**src/hdl/evag_pkg.sv**
```systemverilog
`default_nettype none

package evag_pkg;

    // default widths and depths
    localparam int COUNT_WIDTH_DEF = 24;
    localparam int QUEUE_DEPTH_DEF = 4;
    localparam int CMP_WIDTH       = 32;

    // fixed field widths
    localparam int SAMPLE_WIDTH  = 8;
    localparam int PKT_WIDTH     = 13;
    localparam int LIMIT_WIDTH   = 24;
    localparam int REQ_NUM_WIDTH = 16;
    localparam int CFG_IDX_WIDTH = 3;

    localparam logic [PKT_WIDTH-1:0] PKT_MAX = '1;

    // configuration register indexes
    localparam logic [CFG_IDX_WIDTH-1:0] REG_QUIET_LEVEL    = 3'd0;
    localparam logic [CFG_IDX_WIDTH-1:0] REG_LOUD_MINIMUM   = 3'd1;
    localparam logic [CFG_IDX_WIDTH-1:0] REG_SPEECH_LIMIT   = 3'd2;
    localparam logic [CFG_IDX_WIDTH-1:0] REG_SILENCE_LIMIT  = 3'd3;
    localparam logic [CFG_IDX_WIDTH-1:0] REG_MINIMUM_LENGTH = 3'd4;

    // configuration reset values
    localparam logic [7:0]             QUIET_LEVEL_RST    = 8'd10;
    localparam logic [PKT_WIDTH-1:0]   LOUD_MINIMUM_RST   = 13'd50;
    localparam logic [LIMIT_WIDTH-1:0] SPEECH_LIMIT_RST   = 24'd48000;
    localparam logic [LIMIT_WIDTH-1:0] SILENCE_LIMIT_RST  = 24'd96000;
    localparam logic [LIMIT_WIDTH-1:0] MINIMUM_LENGTH_RST = 24'd72000;

    typedef enum logic [1:0] {
        DEC_NONE      = 2'd0,
        DEC_REQUEST   = 2'd1,
        DEC_TOO_SHORT = 2'd2
    } decision_t;

    typedef struct packed {
        logic signed [SAMPLE_WIDTH-1:0] sample_byte;
        logic                           last_in_packet;
        logic                           playback_active;
    } sample_t;

    typedef struct packed {
        logic                      keep_packet;
        decision_t                 decision;
        logic [REQ_NUM_WIDTH-1:0]  request_number;
        logic [LIMIT_WIDTH-1:0]    request_length;
    } result_t;

    // per-packet summary handed from front to back
    typedef struct packed {
        logic [PKT_WIDTH-1:0] quiet_count;
        logic [PKT_WIDTH-1:0] loud_count;
    } pkt_sum_t;

    // settings used by the packet-end unit
    typedef struct packed {
        logic [PKT_WIDTH-1:0]   packet_loud_minimum;
        logic [LIMIT_WIDTH-1:0] speech_limit;
        logic [LIMIT_WIDTH-1:0] silence_limit;
        logic [LIMIT_WIDTH-1:0] minimum_length;
    } back_cfg_t;

endpackage

`default_nettype wire

```
**src/hdl/evag_stream_if.sv**
```systemverilog
`default_nettype none

interface evag_stream_if #(
    parameter type payload_t = logic
) ();
    logic     valid;
    logic     ready;
    payload_t payload;

    modport source (output valid, output payload, input ready);
    modport sink   (input valid, input payload, output ready);
endinterface

`default_nettype wire

```
**src/hdl/evag_front.sv**
```systemverilog
`default_nettype none

module evag_front (
    input  wire logic                 clk,
    input  wire logic                 rst_n,
    input  wire logic [7:0]           quiet_level,
    evag_stream_if.sink               sample,
    input  wire logic                 queue_full,
    output logic                      push,
    output evag_pkg::pkt_sum_t        push_data
);

    logic [evag_pkg::PKT_WIDTH-1:0] quiet_reg, quiet_next;
    logic [evag_pkg::PKT_WIDTH-1:0] loud_reg, loud_next;
    logic [7:0]                     mag;
    logic                           is_quiet;
    logic                           accept;

    assign sample.ready = !queue_full;
    assign accept       = sample.valid && !queue_full;

    // -128 maps to 128, which still fits in 8 bits
    assign mag      = sample.payload.sample_byte[7] ? 8'(-sample.payload.sample_byte)
                                                    : 8'(sample.payload.sample_byte);
    assign is_quiet = mag < quiet_level;

    always_comb
    begin
        quiet_next = quiet_reg;
        loud_next  = loud_reg;
        if (is_quiet)
        begin
            if (quiet_reg != evag_pkg::PKT_MAX)
                quiet_next = quiet_reg + evag_pkg::PKT_WIDTH'(1);
        end
        else
        begin
            if (loud_reg != evag_pkg::PKT_MAX)
                loud_next = loud_reg + evag_pkg::PKT_WIDTH'(1);
        end
    end

    // packets ending during playback never reach the queue
    assign push = accept && sample.payload.last_in_packet && !sample.payload.playback_active;
    assign push_data.quiet_count = quiet_next;
    assign push_data.loud_count  = loud_next;

    always_ff @(posedge clk or negedge rst_n)
    begin
        if (!rst_n)
        begin
            quiet_reg <= '0;
            loud_reg  <= '0;
        end
        else if (accept)
        begin
            if (sample.payload.last_in_packet)
            begin
                quiet_reg <= '0;
                loud_reg  <= '0;
            end
            else
            begin
                quiet_reg <= quiet_next;
                loud_reg  <= loud_next;
            end
        end
    end

endmodule

`default_nettype wire

```
**src/hdl/evag_queue.sv**
```systemverilog
`default_nettype none

module evag_queue #(
    parameter int DEPTH = evag_pkg::QUEUE_DEPTH_DEF
) (
    input  wire logic               clk,
    input  wire logic               rst_n,
    input  wire logic               push,
    input  wire evag_pkg::pkt_sum_t push_data,
    input  wire logic               pop,
    output evag_pkg::pkt_sum_t      pop_data,
    output logic                    full,
    output logic                    empty
);

    localparam int PTR_W = (DEPTH > 1) ? $clog2(DEPTH) : 1;
    localparam int CNT_W = $clog2(DEPTH + 1);

    evag_pkg::pkt_sum_t mem_reg [DEPTH];
    logic [PTR_W-1:0]   wr_ptr_reg, rd_ptr_reg;
    logic [CNT_W-1:0]   count_reg;

    assign full     = count_reg == CNT_W'(DEPTH);
    assign empty    = count_reg == '0;
    assign pop_data = mem_reg[rd_ptr_reg];

    always_ff @(posedge clk)
    begin
        if (push)
            mem_reg[wr_ptr_reg] <= push_data;
    end

    always_ff @(posedge clk or negedge rst_n)
    begin
        if (!rst_n)
        begin
            wr_ptr_reg <= '0;
            rd_ptr_reg <= '0;
            count_reg  <= '0;
        end
        else
        begin
            if (push)
                wr_ptr_reg <= (wr_ptr_reg == PTR_W'(DEPTH - 1)) ? '0 : wr_ptr_reg + PTR_W'(1);
            if (pop)
                rd_ptr_reg <= (rd_ptr_reg == PTR_W'(DEPTH - 1)) ? '0 : rd_ptr_reg + PTR_W'(1);
            if (push && !pop)
                count_reg <= count_reg + CNT_W'(1);
            else if (pop && !push)
                count_reg <= count_reg - CNT_W'(1);
        end
    end

    a_no_overflow: assert property (@(posedge clk) disable iff (!rst_n)
        full |=> !(count_reg == '0) && (count_reg <= CNT_W'(DEPTH)))
        else $error("summary queue count out of range");

endmodule

`default_nettype wire

```
**src/hdl/evag_back.sv**
```systemverilog
`default_nettype none

module evag_back #(
    parameter int COUNT_WIDTH = evag_pkg::COUNT_WIDTH_DEF
) (
    input  wire logic                 clk,
    input  wire logic                 rst_n,
    input  wire evag_pkg::back_cfg_t  cfg,
    input  wire logic                 queue_empty,
    input  wire evag_pkg::pkt_sum_t   pop_data,
    output logic                      pop,
    evag_stream_if.source             result
);

    localparam int W  = COUNT_WIDTH;
    localparam int CW = evag_pkg::CMP_WIDTH;
    localparam int LW = evag_pkg::LIMIT_WIDTH;

    logic [W-1:0]  lt_reg, lt_next;
    logic [W-1:0]  st_reg, st_next;
    logic [W-1:0]  kl_reg, kl_next;
    logic          brk_reg, brk_next;
    logic          sp_reg, sp_next;
    logic [evag_pkg::REQ_NUM_WIDTH-1:0] rc_reg, rc_next;

    logic                 out_valid_reg;
    evag_pkg::result_t    out_reg, out_next;

    logic [W:0]    lt_sum, st_sum, kl_sum;
    logic [W-1:0]  lt_sat, st_sat, kl_sat;
    logic          keep;

    assign pop = !queue_empty && (!out_valid_reg || result.ready);

    assign result.valid   = out_valid_reg;
    assign result.payload = out_reg;

    // saturating adds run in parallel, only one of loud/silence is used
    assign lt_sum = {1'b0, lt_reg} + (W+1)'(pop_data.loud_count);
    assign st_sum = {1'b0, st_reg} + (W+1)'(pop_data.quiet_count);
    assign kl_sum = {1'b0, kl_reg} + (W+1)'(pop_data.loud_count)
                                   + (W+1)'(pop_data.quiet_count);
    assign lt_sat = lt_sum[W] ? '1 : lt_sum[W-1:0];
    assign st_sat = st_sum[W] ? '1 : st_sum[W-1:0];
    assign kl_sat = kl_sum[W] ? '1 : kl_sum[W-1:0];

    assign keep = pop_data.loud_count > cfg.packet_loud_minimum;

    always_comb
    begin
        lt_next  = lt_reg;
        st_next  = st_reg;
        kl_next  = kl_reg;
        brk_next = brk_reg;
        sp_next  = sp_reg;
        rc_next  = rc_reg;
        out_next.keep_packet    = keep;
        out_next.decision       = evag_pkg::DEC_NONE;
        out_next.request_number = '0;
        out_next.request_length = '0;

        if (keep)
        begin
            lt_next  = lt_sat;
            brk_next = 1'b0;
            kl_next  = kl_sat;
            if (CW'(lt_sat) > CW'(cfg.speech_limit))
            begin
                st_next = '0;
                sp_next = 1'b1;
            end
        end
        else
        begin
            st_next = st_sat;
            if (CW'(st_sat) > CW'(cfg.silence_limit))
            begin
                lt_next  = '0;
                brk_next = 1'b1;
            end
        end

        if (brk_next && sp_next)
        begin
            brk_next = 1'b0;
            lt_next  = '0;
            st_next  = '0;
            if (CW'(kl_next) < CW'(cfg.minimum_length))
            begin
                out_next.decision = evag_pkg::DEC_TOO_SHORT;
            end
            else
            begin
                out_next.decision       = evag_pkg::DEC_REQUEST;
                out_next.request_number = rc_reg;
                out_next.request_length = LW'(CW'(kl_next));
                rc_next = rc_reg + evag_pkg::REQ_NUM_WIDTH'(1);
                kl_next = '0;
                sp_next = 1'b0;
            end
        end
    end

    always_ff @(posedge clk or negedge rst_n)
    begin
        if (!rst_n)
        begin
            lt_reg        <= '0;
            st_reg        <= '0;
            kl_reg        <= '0;
            brk_reg       <= 1'b0;
            sp_reg        <= 1'b0;
            rc_reg        <= '0;
            out_valid_reg <= 1'b0;
        end
        else
        begin
            if (pop)
            begin
                lt_reg  <= lt_next;
                st_reg  <= st_next;
                kl_reg  <= kl_next;
                brk_reg <= brk_next;
                sp_reg  <= sp_next;
                rc_reg  <= rc_next;
            end
            if (pop)
                out_valid_reg <= 1'b1;
            else if (result.ready)
                out_valid_reg <= 1'b0;
        end
    end

    always_ff @(posedge clk)
    begin
        if (pop)
            out_reg <= out_next;
    end

    a_flags_resolved: assert property (@(posedge clk) disable iff (!rst_n)
        !(brk_reg && sp_reg))
        else $error("break and speech both pending after update");

    a_req_count: assert property (@(posedge clk) disable iff (!rst_n)
        pop && (out_next.decision == evag_pkg::DEC_REQUEST)
        |=> rc_reg == 16'($past(rc_reg) + 16'd1))
        else $error("request number did not advance");

    a_req_fields: assert property (@(posedge clk) disable iff (!rst_n)
        out_valid_reg && (out_reg.decision != evag_pkg::DEC_REQUEST)
        |-> (out_reg.request_number == '0) && (out_reg.request_length == '0))
        else $error("request fields set without a request");

endmodule

`default_nettype wire

```
**src/hdl/energy_voice_activity_gate.sv**
```systemverilog
// channel  | dir | beat payload                                       | role
// ---------+-----+----------------------------------------------------+---------------------
// sample   | in  | sample_byte, last_in_packet, playback_active       | one audio byte
// result   | out | keep_packet, decision, request_number, request_len | per queued packet
// cfg_*    | in  | cfg_write_en, cfg_index, cfg_data                  | register writes
//
// one sample beat per cycle while the summary queue is not full
// the summary enters the queue at the edge that takes the last beat; the back unit pops
// it once its output register is free, registering the update and the result beat
// a queue of QUEUE_DEPTH packet summaries lets the front keep taking bytes
// while a result waits; sample.ready drops only when that queue is full
// reset clears all counters, flags and the queue and loads register defaults
`default_nettype none

module energy_voice_activity_gate #(
    parameter int COUNT_WIDTH = evag_pkg::COUNT_WIDTH_DEF,
    parameter int QUEUE_DEPTH = evag_pkg::QUEUE_DEPTH_DEF
) (
    input  wire logic                                clk,
    input  wire logic                                rst_n,
    input  wire logic                                cfg_write_en,
    input  wire logic [evag_pkg::CFG_IDX_WIDTH-1:0]  cfg_index,
    input  wire logic [evag_pkg::LIMIT_WIDTH-1:0]    cfg_data,
    evag_stream_if.sink                              sample,
    evag_stream_if.source                            result
);

    // configuration registers
    logic [7:0]                       quiet_level_reg;
    logic [evag_pkg::PKT_WIDTH-1:0]   loud_minimum_reg;
    logic [evag_pkg::LIMIT_WIDTH-1:0] speech_limit_reg;
    logic [evag_pkg::LIMIT_WIDTH-1:0] silence_limit_reg;
    logic [evag_pkg::LIMIT_WIDTH-1:0] minimum_length_reg;

    evag_pkg::back_cfg_t back_cfg;

    // front to queue to back
    logic               push;
    evag_pkg::pkt_sum_t push_data;
    logic               pop;
    evag_pkg::pkt_sum_t pop_data;
    logic               queue_full;
    logic               queue_empty;

    // writes to unknown indexes are dropped
    always_ff @(posedge clk or negedge rst_n)
    begin
        if (!rst_n)
        begin
            quiet_level_reg    <= evag_pkg::QUIET_LEVEL_RST;
            loud_minimum_reg   <= evag_pkg::LOUD_MINIMUM_RST;
            speech_limit_reg   <= evag_pkg::SPEECH_LIMIT_RST;
            silence_limit_reg  <= evag_pkg::SILENCE_LIMIT_RST;
            minimum_length_reg <= evag_pkg::MINIMUM_LENGTH_RST;
        end
        else if (cfg_write_en)
        begin
            unique case (cfg_index)
                evag_pkg::REG_QUIET_LEVEL:    quiet_level_reg    <= cfg_data[7:0];
                evag_pkg::REG_LOUD_MINIMUM:   loud_minimum_reg   <= cfg_data[12:0];
                evag_pkg::REG_SPEECH_LIMIT:   speech_limit_reg   <= cfg_data;
                evag_pkg::REG_SILENCE_LIMIT:  silence_limit_reg  <= cfg_data;
                evag_pkg::REG_MINIMUM_LENGTH: minimum_length_reg <= cfg_data;
                default: ;
            endcase
        end
    end

    assign back_cfg.packet_loud_minimum = loud_minimum_reg;
    assign back_cfg.speech_limit        = speech_limit_reg;
    assign back_cfg.silence_limit       = silence_limit_reg;
    assign back_cfg.minimum_length      = minimum_length_reg;

    // front: magnitude compare and per-packet counting
    evag_front u_front (
        .clk        (clk),
        .rst_n      (rst_n),
        .quiet_level(quiet_level_reg),
        .sample     (sample),
        .queue_full (queue_full),
        .push       (push),
        .push_data  (push_data)
    );

    // short queue of packet summaries
    evag_queue #(
        .DEPTH(QUEUE_DEPTH)
    ) u_queue (
        .clk      (clk),
        .rst_n    (rst_n),
        .push     (push),
        .push_data(push_data),
        .pop      (pop),
        .pop_data (pop_data),
        .full     (queue_full),
        .empty    (queue_empty)
    );

    // back: running totals, flags, decision and the output register
    evag_back #(
        .COUNT_WIDTH(COUNT_WIDTH)
    ) u_back (
        .clk        (clk),
        .rst_n      (rst_n),
        .cfg        (back_cfg),
        .queue_empty(queue_empty),
        .pop_data   (pop_data),
        .pop        (pop),
        .result     (result)
    );

endmodule

`default_nettype wire

```
**src/flat_wrapper.sv**
```systemverilog
// flat-port wrapper written by rule: the top's interface ports become plain ports
module energy_voice_activity_gate_flat import evag_pkg::*;
#(
    parameter int COUNT_WIDTH = evag_pkg::COUNT_WIDTH_DEF,
    parameter int QUEUE_DEPTH = evag_pkg::QUEUE_DEPTH_DEF
)
  (clk, rst_n, cfg_write_en, cfg_index, cfg_data, sample_valid, sample_payload, sample_ready, result_valid, result_payload, result_ready);
  evag_stream_if #(.payload_t(sample_t)) sample_i ();
  evag_stream_if #(.payload_t(result_t)) result_i ();
  input  wire logic clk;
  input  wire logic rst_n;
  input  wire logic cfg_write_en;
  input  wire logic [evag_pkg::CFG_IDX_WIDTH-1:0] cfg_index;
  input  wire logic [evag_pkg::LIMIT_WIDTH-1:0] cfg_data;
  input wire logic [$bits(sample_i.valid)-1:0] sample_valid;
  input wire logic [$bits(sample_i.payload)-1:0] sample_payload;
  output wire logic [$bits(sample_i.ready)-1:0] sample_ready;
  output wire logic [$bits(result_i.valid)-1:0] result_valid;
  output wire logic [$bits(result_i.payload)-1:0] result_payload;
  input wire logic [$bits(result_i.ready)-1:0] result_ready;
  assign sample_i.valid = sample_valid;
  assign sample_i.payload = sample_payload;
  assign sample_ready = sample_i.ready;
  assign result_valid = result_i.valid;
  assign result_payload = result_i.payload;
  assign result_i.ready = result_ready;
  energy_voice_activity_gate #(.COUNT_WIDTH(COUNT_WIDTH), .QUEUE_DEPTH(QUEUE_DEPTH)) u_core (.clk(clk), .rst_n(rst_n), .cfg_write_en(cfg_write_en), .cfg_index(cfg_index), .cfg_data(cfg_data), .sample(sample_i), .result(result_i));
endmodule
```
**config.mk**
```make
export PLATFORM = sky130hd
export DESIGN_NAME = energy_voice_activity_gate_flat
export DESIGN_NICKNAME = d
export VERILOG_FILES = /design/src/hdl/evag_pkg.sv /design/src/hdl/evag_stream_if.sv /design/src/hdl/evag_front.sv /design/src/hdl/evag_queue.sv /design/src/hdl/evag_back.sv /design/src/hdl/energy_voice_activity_gate.sv /design/src/flat_wrapper.sv
export SDC_FILE = /design/constraint.sdc
export NUM_CORES = 1
export LEC_CHECK = 0
export BUFFER_PORTS_ARGS = -buffer_cell sky130_fd_sc_hd__buf_2
export CORE_ASPECT_RATIO = 1.75
export CORE_UTILIZATION = 30
export CTS_CLUSTER_DIAMETER = 150
export DETAILED_ROUTE_END_ITERATION = 6
export PLACE_DENSITY_LB_ADDON = 0.12
export SETUP_SLACK_MARGIN = 0.05
export SLEW_MARGIN = 5
export SYNTH_ARGS = -nofsm -noshare
export SYNTH_HDL_FRONTEND = slang
export SYNTH_SLANG_ARGS = --single-unit
export TNS_END_PERCENT = 50
```
**constraint.sdc**
```tcl
create_clock -name clk -period 13.9 [get_ports clk]
set_input_delay 2.78 -clock clk [delete_from_list [all_inputs] [get_ports clk]]
set_output_delay 2.78 -clock clk [all_outputs]
set_load 0.03 [all_outputs]
```
==> out/qor.csv <==
stage;metric;value;unit
setup_path;rr_startpoint;u_core.u_queue.rd_ptr_reg[0]$_DFFE_PN0P_;
clocking;root_buffer;clkbuf_16;
floorplan;dieArea;0.0681;sq mm
placement;place_hpwl;43400;um
power;ir_drop;0.000137;V
cells_and_area;fin_util;0.344;
power;pwr-share-seq;0.253;
power;netSwitchingPower;2.65;mW
setup_path;path_delay_family;simple AND/OR/NAND/NOR gates;
yosys;yosysMostFrequentCell;nand2_1;
global_routing;grt_pass1_wl;90800;um
route;top_layer;met5;
route;dr_wl_met3;1470;um
setup_path;timing_worst_setup_path_type;reg -> reg;
floorplan;initial_core_util;0.303;
yosys;ys_async_sr_fraction;0.596;
global_routing;grt_max_degree;123;
yosys;syn_inst;1891;
cells_and_area;seqCellArea;0.00988;sq mm
yosys;synthesis.nets;2090;
yosys;syn_avg_cell_area;10.6;sq um
yosys;synth_top_area_share;0.240;
setup_path;crit_buf_inv;2;
yosys;post-synth-top-area-cell;dfrtp_1;
cells_and_area;antenna_cells;0;
route;drc;0;
timing;fmax;122;MHz
setup_path;worstSetupEndpointType;flip-flop;
power;internal-power;3.35;mW
clocking;clkLatencyLatePin;0.56;ns
placement;placed_cells_incl_taps;2801;
floorplan;core_area;0.0663;sq mm
timing;tightest_slew;1.13;ns
setup_path;cp_cell_sequence;mux4_2 -> ha_1 -> fa_1 -> a211oi_1 -> nor2_1 -> o221ai_1 -> nand3b_1 -> o21ai_0 -> nand3b_1 -> nand3_1 -> ha_1 -> nand2_1 -> or4_1 -> a211o_1 -> nand2_1 -> o32a_1 -> nand3b_2 -> a21o_1 -> buf_4 -> inv_2 -> nand4_1 -> xnor2_1;
yosys;synth_common_cells;222 x nand2_1, 193 x dfrtp_1, 149 x o21ai_0;
power;p_per_area;263;mW/mm^2
floorplan;chipHeight;344;um
hold_path;min_path_cells;1;
power;leakage;9.81;nW
route;routed_via_density;4.98;
hold_path;hold_end;u_core.u_back.rc_reg[15]$_DFFE_PN0P_;
route;vias;14296;
setup_path;ff2ff_path_depth;22;
power;finalPower;6.00;mW
power;comb_power_share;0.558;
floorplan;pin_count;87;
timing;fin_crit_sh;0.590;
setup_path;critPathLaunchType;flip-flop;
route;drtIter0Drc;665;
run_status;status;finished clean;
setup_path;cp_slowest_cell;dfrtp_2;
route;dr.pass1.iters;5;
cells_and_area;layout.cells.non_filler;2872;
setup_path;worstReg2RegEnd;u_core.u_back.rc_reg[14]$_DFFE_PN0P_;
route;postRouteAntennaNets;0;
timing;rsz0062_at_grt;no;
clocking;cts_buffer_depth;3;
route;met1_length;22100;um
yosys;syn-cell-area;0.0201;sq mm
yosys;synth.area.top_cells;dfrtp_1 24%, edfxtp_1 22%, ha_1 8.7%;
yosys;ys_warn_count;0;
timing;maxSlewHeadroom;0.249;
setup_path;crit_path_max_incr_delay;1.03;ns
timing;period_minus_slack;8.20;ns
yosys;synth-seq-area-share;0.491;
floorplan;die_x;198;um
power;p_clk_frac;0.189;
global_routing;grt_usage;0.178;
timing;skew;0.0198;ns
clocking;cts_tree;yes;
yosys;synth_seq_cells;364;
setup_path;crit_fanout;48;
cells_and_area;multi_input_area;0.00939;sq mm
cells_and_area;syn_to_final_growth;13.6;%
placement;io_buffers;86;
clocking;cts_hold_buffers;0;
timing;setup_viol;0;
cells_and_area;largest_reg_flops;104;
power;swShare;0.441;
yosys;synth_edf_count;147;
timing;setup_tns;0;ns
setup_path;cp.arrival;8.64;ns
cells_and_area;layout.filler_cells;6776;
clocking;cts.sinks;364;
timing;slew_viol_final;0;
job;cap_violations;0;
route;wl;58700;um
clocking;h-tree-depth;2;
placement;routabilityCongestion;0.831;
cells_and_area;layout-drive-gt1-share;0.142;
global_routing;antenna_found_initial;1;
global_routing;grt-ovfl-total;0;
cells_and_area;fin_nets;2152;
clocking;numCtsBuffers;39;
setup_path;cp_data_required_time;14.34;ns
floorplan;row_count;125;
placement;placed_cell_area;0.0215;sq mm
yosys;synth_cell_type_count;83;
clocking;postCtsSetupBuffers;0;
global_routing;first_global_vias;14938;
route;met2_length;32400;um
clocking;clk_pin_slew_worst_paths;0.06;ns
hold_path;hp-start;u_core.u_back.rc_reg[15]$_DFFE_PN0P_;
route;wl_per_cell;20.5;um
cells_and_area;fin_area;0.0228;sq mm
setup_path;r2r_setup_slack;5.70;ns
timing;hold_violations;0;
yosys;synth-main-ff-cell;dfrtp_1;
hold_path;min_path_type;reg -> reg;
clocking;cts.repair.resized;0;
## cell families after synthesis
group	count (synthesis)	synth area share
compound gates	426	0.138
xor+xnor	81	0.0353
fa+ha+maj	157	0.104
buf+inv	220	0.0432
flops	364	0.491
mux	74	0.0550
simple gates	569	0.133
## layer usage
metal  vias to the layer above  global-route usage
met5                         -                   0
met4                         2              0.0840
met3                        97              0.0164
met2                       256               0.347
met1                      7070               0.190
li1                       6871                   -
## area by class of cell
| type | instances | area share |
|---|---|---|
| clock buffer | 48 | 0.0470 |
| clock inverter | 23 | 0.0129 |
| inverter | 144 | 0.0237 |
| multi-input combinational | 1307 | 0.411 |
| sequential | 364 | 0.433 |
| tap | 889 | 0.0487 |
| timing repair buffer | 97 | 0.0235 |
## how the worst max path moves through the flow
stage                                        startpoint                                    to  slack [ns]  depth (start not counted)
4_1_cts        u_core.u_queue.rd_ptr_reg[0]$_DFFE_PN0P_  u_core.u_back.rc_reg[14]$_DFFE_PN0P_        5.48                         21
6_report       u_core.u_queue.rd_ptr_reg[0]$_DFFE_PN0P_  u_core.u_back.rc_reg[14]$_DFFE_PN0P_        5.70                         22
5_1_grt        u_core.u_queue.rd_ptr_reg[0]$_DFFE_PN0P_   u_core.u_back.rc_reg[9]$_DFFE_PN0P_        4.95                         21
2_1_floorplan  u_core.u_queue.rd_ptr_reg[0]$_DFFE_PN0P_   u_core.u_back.rc_reg[9]$_DFFE_PN0P_        7.22                         27
3_5_place_dp   u_core.u_queue.rd_ptr_reg[0]$_DFFE_PN0P_  u_core.u_back.rc_reg[14]$_DFFE_PN0P_        5.50                         21
3_3_place_gp   u_core.u_queue.rd_ptr_reg[0]$_DFFE_PN0P_  u_core.u_back.rc_reg[14]$_DFFE_PN0P_        5.51                         21
## stage by stage
step                setup slack, ns  hold slack (ns)
global placement               5.51            0.466
finish                         5.70            0.486
global route                   4.95            0.508
detailed placement             5.50            0.483
CTS                            5.48            0.492
floorplan                      7.22            0.434
## power groups by stage
stage,registers [mW],logic [mW],clock network (mW)
6_report,1.52,3.35,1.14
5_1_grt,1.55,3.78,1.21
4_1_cts,1.52,3.38,1.18
3_5_place_dp,1.54,3.36,0
3_3_place_gp,1.54,3.32,0
2_1_floorplan,1.53,2.43,0
## cells in the final DEF (no fill, tap or decap), types with 6 or more instances in the layout
cell type	netlist	layout
buf_2	6	85
a21oi_1	81	81
o21a_1	20	20
a22o_1	36	36
mux2i_1	17	17
a21o_1	31	30
nor2_1	119	118
buf_4	5	10
a31oi_1	12	11
nor3_1	27	26
o31ai_2	9	9
ha_1	140	140
mux4_2	26	26
fa_1	17	17
edfxtp_1	147	147
nand2_1	222	222
xor2_1	39	39
o31ai_1	17	17
clkbuf_16	0	41
a211oi_1	14	14
bufinv_16	0	7
nand2b_1	9	9
inv_1	142	142
o21ai_0	149	149
dfrtp_1	193	192
clkinv_2	0	8
a22oi_1	6	6
xnor2_1	42	42
nand3_1	61	61
and3_1	23	23
dfstp_2	24	24
nor2b_1	9	9
nand4_1	23	23
and2_1	40	36
mux2_2	31	31
No activity file was read; power rests on OpenSTA's default activity.
